## src/hdl/tns_pkg.sv

```systemverilog
// tns_pkg: shared widths, operation codes, lane control struct and weight decode
// for the threshold network step block. No dependencies.
`default_nettype none

package tns_pkg;

  // payload widths fixed by the item format
  localparam int unsigned IDX_W       = 5;
  localparam int unsigned WGT_W       = 2;
  localparam int unsigned VEC_W       = 20;

  // default network size and sources summed per lane per cycle
  localparam int unsigned NEURONS_DEF = 20;
  localparam int unsigned GROUP       = 4;

  typedef enum logic {
    OP_LOAD = 1'b0,
    OP_STEP = 1'b1
  } op_t;

  // control broadcast from the sequencer to every lane
  typedef struct packed {
    logic                    wr_en;
    logic [IDX_W-1:0]        wr_src;
    logic [IDX_W-1:0]        wr_tgt;
    logic signed [WGT_W-1:0] wr_wgt;
    logic                    run;
    logic                    first;
    logic [IDX_W-1:0]        grp;
    logic [GROUP-1:0]        grp_act;
  } lane_ctl_t;

  // the unused pattern -2 saturates to -1
  function automatic logic signed [WGT_W-1:0] decode_weight(input logic [WGT_W-1:0] raw);
    logic signed [WGT_W-1:0] w;
    case (raw)
      2'b00:   w = 2'sb00;
      2'b01:   w = 2'sb01;
      default: w = 2'sb11;
    endcase
    return w;
  endfunction

endpackage

`default_nettype wire

```

## src/hdl/tns_if.sv

```systemverilog
// tns_in_if / tns_out_if: valid-ready channels for step and load beats and results.
// Depends on tns_pkg for the payload widths.
`default_nettype none

interface tns_in_if;
  import tns_pkg::*;

  logic                    valid;
  logic                    ready;
  logic                    operation;
  logic [IDX_W-1:0]        source_neuron;
  logic [IDX_W-1:0]        target_neuron;
  logic signed [WGT_W-1:0] weight_value;
  logic [VEC_W-1:0]        state_in;

  modport source (
    output valid, operation, source_neuron, target_neuron, weight_value, state_in,
    input  ready
  );
  modport sink (
    input  valid, operation, source_neuron, target_neuron, weight_value, state_in,
    output ready
  );
endinterface

interface tns_out_if;
  import tns_pkg::*;

  logic             valid;
  logic             ready;
  logic [VEC_W-1:0] next_state;

  modport source (output valid, next_state, input ready);
  modport sink   (input valid, next_state, output ready);
endinterface

`default_nettype wire

```

## src/hdl/threshold_network_step.sv

```systemverilog
// threshold_network_step: top level; sequencer, NEURONS weight lanes and the
// merge into the result register. Depends on tns_pkg, tns_if, tns_lane.
//
//   channel   dir  beat contents
//   in_chan   in   operation, source_neuron, target_neuron, weight_value, state_in
//   out_chan  out  next_state (one beat per step, none per load)
//
// A load beat is taken in S_IDLE without leaving it; the next beat can follow at once.
// A step beat runs through S_RUN, where each lane adds four sources a cycle into
// its accumulator, then S_FIN, where the lanes are merged into the result register.
// Reset (rst_n low, synchronous) clears all weights and the control state.
// New beats are taken while a result waits on out_chan; the merge cycle waits
// only if the result register is still full.
`default_nettype none

module threshold_network_step #(
  parameter int unsigned NEURONS = tns_pkg::NEURONS_DEF
) (
  input wire logic  clk,
  input wire logic  rst_n,
  tns_in_if.sink    in_chan,
  tns_out_if.source out_chan
);
  import tns_pkg::*;

  localparam int unsigned NGRP = (NEURONS + GROUP - 1) / GROUP;
  localparam int unsigned GW   = (NGRP > 1) ? $clog2(NGRP) : 1;
  localparam int unsigned PAD  = NGRP * GROUP;

  typedef enum logic [1:0] {
    S_IDLE,
    S_RUN,
    S_FIN
  } state_t;

  state_t           state_r, state_nxt;
  logic [GW-1:0]    grp_r, grp_nxt;
  logic [PAD-1:0]   act_r, act_nxt;
  logic             out_valid_r, out_valid_nxt;
  logic [VEC_W-1:0] out_data_r, out_data_nxt;

  logic [NEURONS-1:0] lane_fire;
  logic [VEC_W-1:0]   merged;
  logic               in_fire;
  logic               step_fire;
  logic               load_fire;
  logic               load_ok;
  logic               out_free;
  lane_ctl_t          ctl;

  assign in_chan.ready = (state_r == S_IDLE);
  assign in_fire       = in_chan.valid && in_chan.ready;
  assign step_fire     = in_fire && (in_chan.operation == OP_STEP);
  assign load_fire     = in_fire && (in_chan.operation == OP_LOAD);
  assign out_free      = !out_valid_r || out_chan.ready;

  assign load_ok = ({1'b0, in_chan.source_neuron} < (IDX_W + 1)'(NEURONS)) &&
                   ({1'b0, in_chan.target_neuron} < (IDX_W + 1)'(NEURONS));

  // activity in source order, bits beyond the input field read as zero
  for (genvar s = 0; s < PAD; s++) begin : g_act
    if ((s < NEURONS) && (NEURONS - 1 - s < VEC_W)) begin : g_bit
      assign act_nxt[s] = in_chan.state_in[NEURONS-1-s];
    end else begin : g_zero
      assign act_nxt[s] = 1'b0;
    end
  end

  // lane control broadcast
  always_comb begin
    ctl         = '0;
    ctl.wr_en   = load_fire && load_ok;
    ctl.wr_src  = in_chan.source_neuron;
    ctl.wr_tgt  = in_chan.target_neuron;
    ctl.wr_wgt  = decode_weight(in_chan.weight_value);
    ctl.run     = (state_r == S_RUN);
    ctl.first   = (grp_r == '0);
    ctl.grp     = IDX_W'(grp_r);
    ctl.grp_act = act_r[grp_r * GROUP +: GROUP];
  end

  // one lane per target neuron
  for (genvar t = 0; t < NEURONS; t++) begin : g_lane
    tns_lane #(
      .NEURONS (NEURONS),
      .LANE    (t)
    ) u_lane (
      .clk   (clk),
      .rst_n (rst_n),
      .ctl   (ctl),
      .fire  (lane_fire[t])
    );
  end

  // merge: neuron t lands at bit NEURONS-1-t, kept to the low field bits
  for (genvar b = 0; b < VEC_W; b++) begin : g_merge
    if (b < NEURONS) begin : g_bit
      assign merged[b] = lane_fire[NEURONS-1-b];
    end else begin : g_zero
      assign merged[b] = 1'b0;
    end
  end

  // sequencer next state
  always_comb begin
    state_nxt     = state_r;
    grp_nxt       = grp_r;
    out_valid_nxt = out_valid_r;
    out_data_nxt  = out_data_r;
    if (out_valid_r && out_chan.ready) begin
      out_valid_nxt = 1'b0;
    end
    case (state_r)
      S_IDLE: begin
        if (step_fire) begin
          state_nxt = S_RUN;
          grp_nxt   = '0;
        end
      end
      S_RUN: begin
        if (grp_r == GW'(NGRP - 1)) begin
          state_nxt = S_FIN;
        end else begin
          grp_nxt = grp_r + 1'b1;
        end
      end
      S_FIN: begin
        if (out_free) begin
          out_valid_nxt = 1'b1;
          out_data_nxt  = merged;
          state_nxt     = S_IDLE;
        end
      end
      default: begin
        state_nxt = S_IDLE;
      end
    endcase
  end

  // state and registered outputs
  always_ff @(posedge clk) begin
    if (!rst_n) begin
      state_r     <= S_IDLE;
      grp_r       <= '0;
      out_valid_r <= 1'b0;
    end else begin
      state_r     <= state_nxt;
      grp_r       <= grp_nxt;
      out_valid_r <= out_valid_nxt;
    end
    out_data_r <= out_data_nxt;
    if (step_fire) begin
      act_r <= act_nxt;
    end
  end

  assign out_chan.valid      = out_valid_r;
  assign out_chan.next_state = out_data_r;

  // a step beat starts accumulation at the first group
  a_step_start: assert property (@(posedge clk) disable iff (!rst_n)
    step_fire |=> (state_r == S_RUN) && (grp_r == '0))
    else $error("step beat did not start at the first group");

  // group counter stays within the lane groups
  a_grp_range: assert property (@(posedge clk) disable iff (!rst_n)
    (state_r == S_RUN) |-> (grp_r <= GW'(NGRP - 1)))
    else $error("group counter out of range");

  // a result only appears from the merge cycle
  a_out_source: assert property (@(posedge clk) disable iff (!rst_n)
    $rose(out_valid_r) |-> ($past(state_r) == S_FIN))
    else $error("result raised outside the merge cycle");

  // a load beat never produces a result
  a_load_quiet: assert property (@(posedge clk) disable iff (!rst_n)
    load_fire |=> !$rose(out_valid_r))
    else $error("load beat produced a result");

endmodule

`default_nettype wire

```

## src/hdl/tns_lane.sv

```systemverilog
// tns_lane: one target neuron; holds its weight column and accumulates
// GROUP active sources per cycle while ctl.run is set. Depends on tns_pkg.
`default_nettype none

module tns_lane #(
  parameter int unsigned NEURONS = tns_pkg::NEURONS_DEF,
  parameter int unsigned LANE    = 0
) (
  input  wire logic              clk,
  input  wire logic              rst_n,
  input  wire tns_pkg::lane_ctl_t ctl,
  output logic                   fire
);
  import tns_pkg::*;

  localparam int unsigned SW    = (NEURONS > 1) ? $clog2(NEURONS) : 1;
  localparam int unsigned ACC_W = $clog2(NEURONS + 1) + 1;

  logic signed [WGT_W-1:0] wgt_r [NEURONS];
  logic signed [ACC_W-1:0] acc_r;
  logic signed [ACC_W-1:0] acc_nxt;
  logic signed [ACC_W-1:0] grp_sum;
  logic                    wr_hit;

  assign wr_hit = ctl.wr_en && (ctl.wr_tgt == IDX_W'(LANE));

  // weight column, cleared by reset
  always_ff @(posedge clk) begin
    if (!rst_n) begin
      for (int i = 0; i < int'(NEURONS); i++) wgt_r[i] <= '0;
    end else if (wr_hit) begin
      wgt_r[ctl.wr_src[SW-1:0]] <= ctl.wr_wgt;
    end
  end

  // sum of weights from the active sources of this group
  always_comb begin
    logic [IDX_W-1:0] idx;
    grp_sum = '0;
    idx     = '0;
    for (int j = 0; j < int'(GROUP); j++) begin
      idx = IDX_W'(ctl.grp * GROUP) + IDX_W'(j);
      if (ctl.grp_act[j] && ({1'b0, idx} < (IDX_W + 1)'(NEURONS))) begin
        grp_sum = grp_sum + ACC_W'(wgt_r[idx[SW-1:0]]);
      end
    end
  end

  // accumulator restarts on the first group
  assign acc_nxt = ctl.first ? grp_sum : acc_r + grp_sum;

  always_ff @(posedge clk) begin
    if (ctl.run) begin
      acc_r <= acc_nxt;
    end
  end

  // active next when the sum is not negative
  assign fire = ~acc_r[ACC_W-1];

endmodule

`default_nettype wire
```

## src/flat_wrapper.sv

```systemverilog
// flat-port wrapper written by rule: the top's interface ports become plain ports
module threshold_network_step_flat import tns_pkg::*;
#(
  parameter int unsigned NEURONS = tns_pkg::NEURONS_DEF
)
  (clk, rst_n, in_chan_valid, in_chan_operation, in_chan_source_neuron, in_chan_target_neuron, in_chan_weight_value, in_chan_state_in, in_chan_ready, out_chan_valid, out_chan_next_state, out_chan_ready);
  tns_in_if in_chan_i ();
  tns_out_if out_chan_i ();
  input wire logic clk;
  input wire logic rst_n;
  input wire logic [$bits(in_chan_i.valid)-1:0] in_chan_valid;
  input wire logic [$bits(in_chan_i.operation)-1:0] in_chan_operation;
  input wire logic [$bits(in_chan_i.source_neuron)-1:0] in_chan_source_neuron;
  input wire logic [$bits(in_chan_i.target_neuron)-1:0] in_chan_target_neuron;
  input wire logic [$bits(in_chan_i.weight_value)-1:0] in_chan_weight_value;
  input wire logic [$bits(in_chan_i.state_in)-1:0] in_chan_state_in;
  output wire logic [$bits(in_chan_i.ready)-1:0] in_chan_ready;
  output wire logic [$bits(out_chan_i.valid)-1:0] out_chan_valid;
  output wire logic [$bits(out_chan_i.next_state)-1:0] out_chan_next_state;
  input wire logic [$bits(out_chan_i.ready)-1:0] out_chan_ready;
  assign in_chan_i.valid = in_chan_valid;
  assign in_chan_i.operation = in_chan_operation;
  assign in_chan_i.source_neuron = in_chan_source_neuron;
  assign in_chan_i.target_neuron = in_chan_target_neuron;
  assign in_chan_i.weight_value = in_chan_weight_value;
  assign in_chan_i.state_in = in_chan_state_in;
  assign in_chan_ready = in_chan_i.ready;
  assign out_chan_valid = out_chan_i.valid;
  assign out_chan_next_state = out_chan_i.next_state;
  assign out_chan_i.ready = out_chan_ready;
  threshold_network_step #(.NEURONS(NEURONS)) u_core (.clk(clk), .rst_n(rst_n), .in_chan(in_chan_i), .out_chan(out_chan_i));
endmodule
```

## config.mk

```make
export PLATFORM = sky130hd
export DESIGN_NAME = threshold_network_step_flat
export DESIGN_NICKNAME = d
export VERILOG_FILES = /design/src/hdl/tns_pkg.sv /design/src/hdl/tns_if.sv /design/src/hdl/threshold_network_step.sv /design/src/hdl/tns_lane.sv /design/src/flat_wrapper.sv
export SDC_FILE = /design/constraint.sdc
export NUM_CORES = 2
export LEC_CHECK = 0
export BUFFER_PORTS_ARGS = -buffer_cell sky130_fd_sc_hd__buf_2
export CAP_MARGIN = 10
export CORE_ASPECT_RATIO = 1.25
export CORE_UTILIZATION = 45
export CTS_CLUSTER_SIZE = 20
export DETAILED_ROUTE_END_ITERATION = 7
export MAX_ROUTING_LAYER = met4
export PLACE_DENSITY = 0.56
export SLEW_MARGIN = 40
export SYNTH_ARGS = -nofsm -noshare
export SYNTH_HDL_FRONTEND = slang
export SYNTH_SLANG_ARGS = --single-unit
```

## constraint.sdc

```tcl
create_clock -name clk -period 7.8 [get_ports clk]
set_input_delay 0.39 -clock clk [delete_from_list [all_inputs] [get_ports clk]]
set_output_delay 0.39 -clock clk [all_outputs]
set_load 0.1 [all_outputs]
```

==> impl_metrics.ini <==
[outcome]
outcome = finished, final reports clean

[clocking]
clock_path_buffers = 3
path_clk_slew_ns = 0.07
clock_sinks = 1449
cts-root-buf = clkbuf_16
htreeDepth = 4
insertion_delay_ns = 0.81
cts_tree = built
ctsResizeCount = 0
cts_made_buffers = 154

[grt]
grt_pass1_vias = 50200
grt_pass1_wl_um = 313000
track_usage_pct = 24.8
antenna_found_initial = 5
grt_overflow = 0
grt_max_degree = 150

[drt]
vias = 50200
ant_nets = 0
post_drt_wl_per_cell_um = 23.7
vias_per_cell = 5.66
drc_errors = 0
dr.first_iter.drc_count = 4370
totalWireLength_um = 210000
firstDrtPassIters = 6

[synthesis]
synth-seq-cells = 1449
synth_edf_count = 1440
synth_area_sq_mm = 0.0783
avgSynthCellArea_sq_um = 12.7
yosys_most_used_dff = edfxtp_1
synthArstFlopShare_pct = 0
synth.distinct_cells = 59
synthCells = 6180
yosysWarnings = 0
ys_seq_area_share_pct = 55.4

[timing]
rsz0062_at_grt = false
fmax_mhz = 149
fin_crit_ns = 6.71
fin_skew_ns = 0.0205
finalCritPeriodShare_pct = 86.0
fin_setup_tns_ns = 0
relSlewSlack_pct = 34.8
finalSetupViolCount = 0
worst_pin_slew_ns = 0.978
maxSlewViolCount = 0
finalHoldViolCount = 0

[setup_path]
end_kind = register
slowest_delay_ns = 0.66
crit_path_cell_trace = buf_4, nor2b_1, buf_4, a22oi_1, o211ai_1, inv_1, fa_1, fa_1, nand2_1, o21ai_2, inv_1, fa_1, nand2_1, o21a_1, ha_1, a21oi_1, xor2_1, o21ai_0, ha_1, a21oi_1, nor2_1, a211oi_1, xnor3_1
cp-endpoint = u_core.g_lane[19].u_lane.acc_r[5]
path_common_cell = fa_1
critPathTopFamily = adder cells
worst_ep_required_time_ns = 8.36
crit_buf_inv = 4
arrival_ns = 7.26
cp.depth = 23
path_class = reg -> reg
worst_setup_path_start_kind = register
slowest_stage = dfxtp_4
reg2regPathDepth = 23
timing.rr.end = u_core.g_lane[19].u_lane.acc_r[5]
reg2reg_slack_ns = 1.09
path_max_fanout = 22

[placed_design]
hpwlAfterDp_um = 138000
finalWeightedCongestion = 0.841
port_buffers = 58

[floorplan]
start_util_pct = 45.5
top_level_ports = 59
die_h_um = 468
num_rows = 170
dieWidth_um = 375
die_area_sq_mm = 0.176
core_sq_mm = 0.172

[power]
p_leak_uw = 0.0320
p_per_area_mw_per_mm2 = 238
ir_drop_v = 0.000247
power_uw = 20900

[run]
cap_violations = 0

[cells_and_area]
drive_gt1_share_pct = 13.9
final_common_cell = edfxtp_1
layout_common_cells = edfxtp_1, nor2_1, o21ai_0, conb_1, nand2_1
fin_nets = 6983
syn2layout_area_growth_pct = 12.1

[min_path]
hp-class = in -> reg
[report_power, final]
group | total [uW] | internal (uW) | switching, uW
Sequential | 9240 | 9090 | 146
Clock | 7420 | 4300 | 3120
Combinational | 4210 | 1820 | 2380
[cell usage after synthesis (24+ instances only)]
cell | count | area (sq um)
xor2_1 | 81 | 709
o21ai_0 | 540 | 2700
nor2_1 | 973 | 3650
buf_1 | 25 | 93.8
a31oi_1 | 60 | 375
a211oi_1 | 40 | 300
o21ai_1 | 44 | 220
inv_1 | 186 | 698
nand2_1 | 421 | 1580
fa_1 | 139 | 2780
mux2_2 | 120 | 1350
a22oi_1 | 61 | 458
and3_1 | 24 | 150
ha_1 | 302 | 3780
nand3_1 | 25 | 125
nand2b_1 | 45 | 282
mux2i_1 | 125 | 1250
a21o_1 | 100 | 751
o21a_1 | 71 | 533
clkbuf_1 | 371 | 1390
mux4_2 | 283 | 6370
a21oi_1 | 186 | 931
xnor2_1 | 120 | 1050
buf_2 | 86 | 430
o211ai_1 | 91 | 683
edfxtp_1 | 1440 | 43200
[worst min path at each step]
stage	cells past startpoint	start	end	slack [ns]
floorplan	1	u_core.state_r[1]	u_core.state_r[0]	0.48
global placement	1	in_chan_state_in[8]	u_core.act_r[11]	0.57
detailed placement	1	in_chan_state_in[17]	u_core.act_r[2]	0.57
CTS	1	in_chan_weight_value[1]	u_core.g_lane[6].u_lane.wgt_r[20][1]	0.12
global route	2	rst_n	u_core.g_lane[19].u_lane.wgt_r[12][1]	0.15
finish	1	in_chan_weight_value[1]	u_core.g_lane[6].u_lane.wgt_r[20][1]	0.13
[state kept, by name (all words and copies together), names as in the netlist, named ones only]
register	count
u_core.out_chan.valid	1
u_core.g_lane.u_lane.acc_r	120
u_core.act_r	20
u_core.g_lane.u_lane.wgt_r	1280
u_core.grp_r	3
u_core.out_chan.next_state	20
u_core.state_r	2
[timing repair]
action / in CTS / in global routing
hold buffers: 21 / 0
buffers inserted: 0 / 0
endpoints found under the hold margin: 21 / 0
[cell type report]
type / instances / area (sq um)
antenna: 3 / 7.51
clock buffer: 199 / 4200
clock inverter: 78 / 798
fill: 14900 / 84500
inverter: 186 / 698
multi-input combinational: 4513 / 34100
sequential: 1449 / 43400
tap: 2236 / 2800
timing repair buffer: 201 / 1750
[metal layers]
metal / global-route usage, % / wire length, um / up-vias
met2: 41.1 / 103000 / 1573
met1: 32.0 / 89100 / 25400
met3: 3.01 / 12300 / 283
met5: - / 0 / -
li1: - / - / 22900
met4: 7.25 / 5470 / 0
[stage by stage]
step | cell area, sq um | utilization, % | instances | hold slack [ns] | setup WS (ns)
global route | 87800 | 51.0 | 8864 | 0.149 | 0.679
finish | 87800 | 51.0 | 8865 | 0.127 | 1.09
global placement | 82200 | 47.7 | 8552 | 0.567 | 0.969
floorplan | 80100 | - | 6659 | 0.480 | 1.42
CTS | 87700 | 50.9 | 8858 | 0.120 | 1.05
detailed placement | 82500 | 47.9 | 8560 | 0.569 | 1.08
[cell families (layout without fill, tap and decap cells)]
group | count (synthesis) | count (layout) | share of synthesized area [%]
AOI/OAI and AO/OA | 1264 | 1264 | 9.67
xor gates and xnor gates | 221 | 221 | 2.82
adders and majority gates | 441 | 441 | 8.38
buffers and inverters | 697 | 664 | 3.68
DFF | 1449 | 1449 | 55.4
muxes | 549 | 549 | 12.0
other | 1 | 483 | 0.00479
and+or+nand+nor | 1558 | 1558 | 8.00
Power figures use the tool's default switching activity.
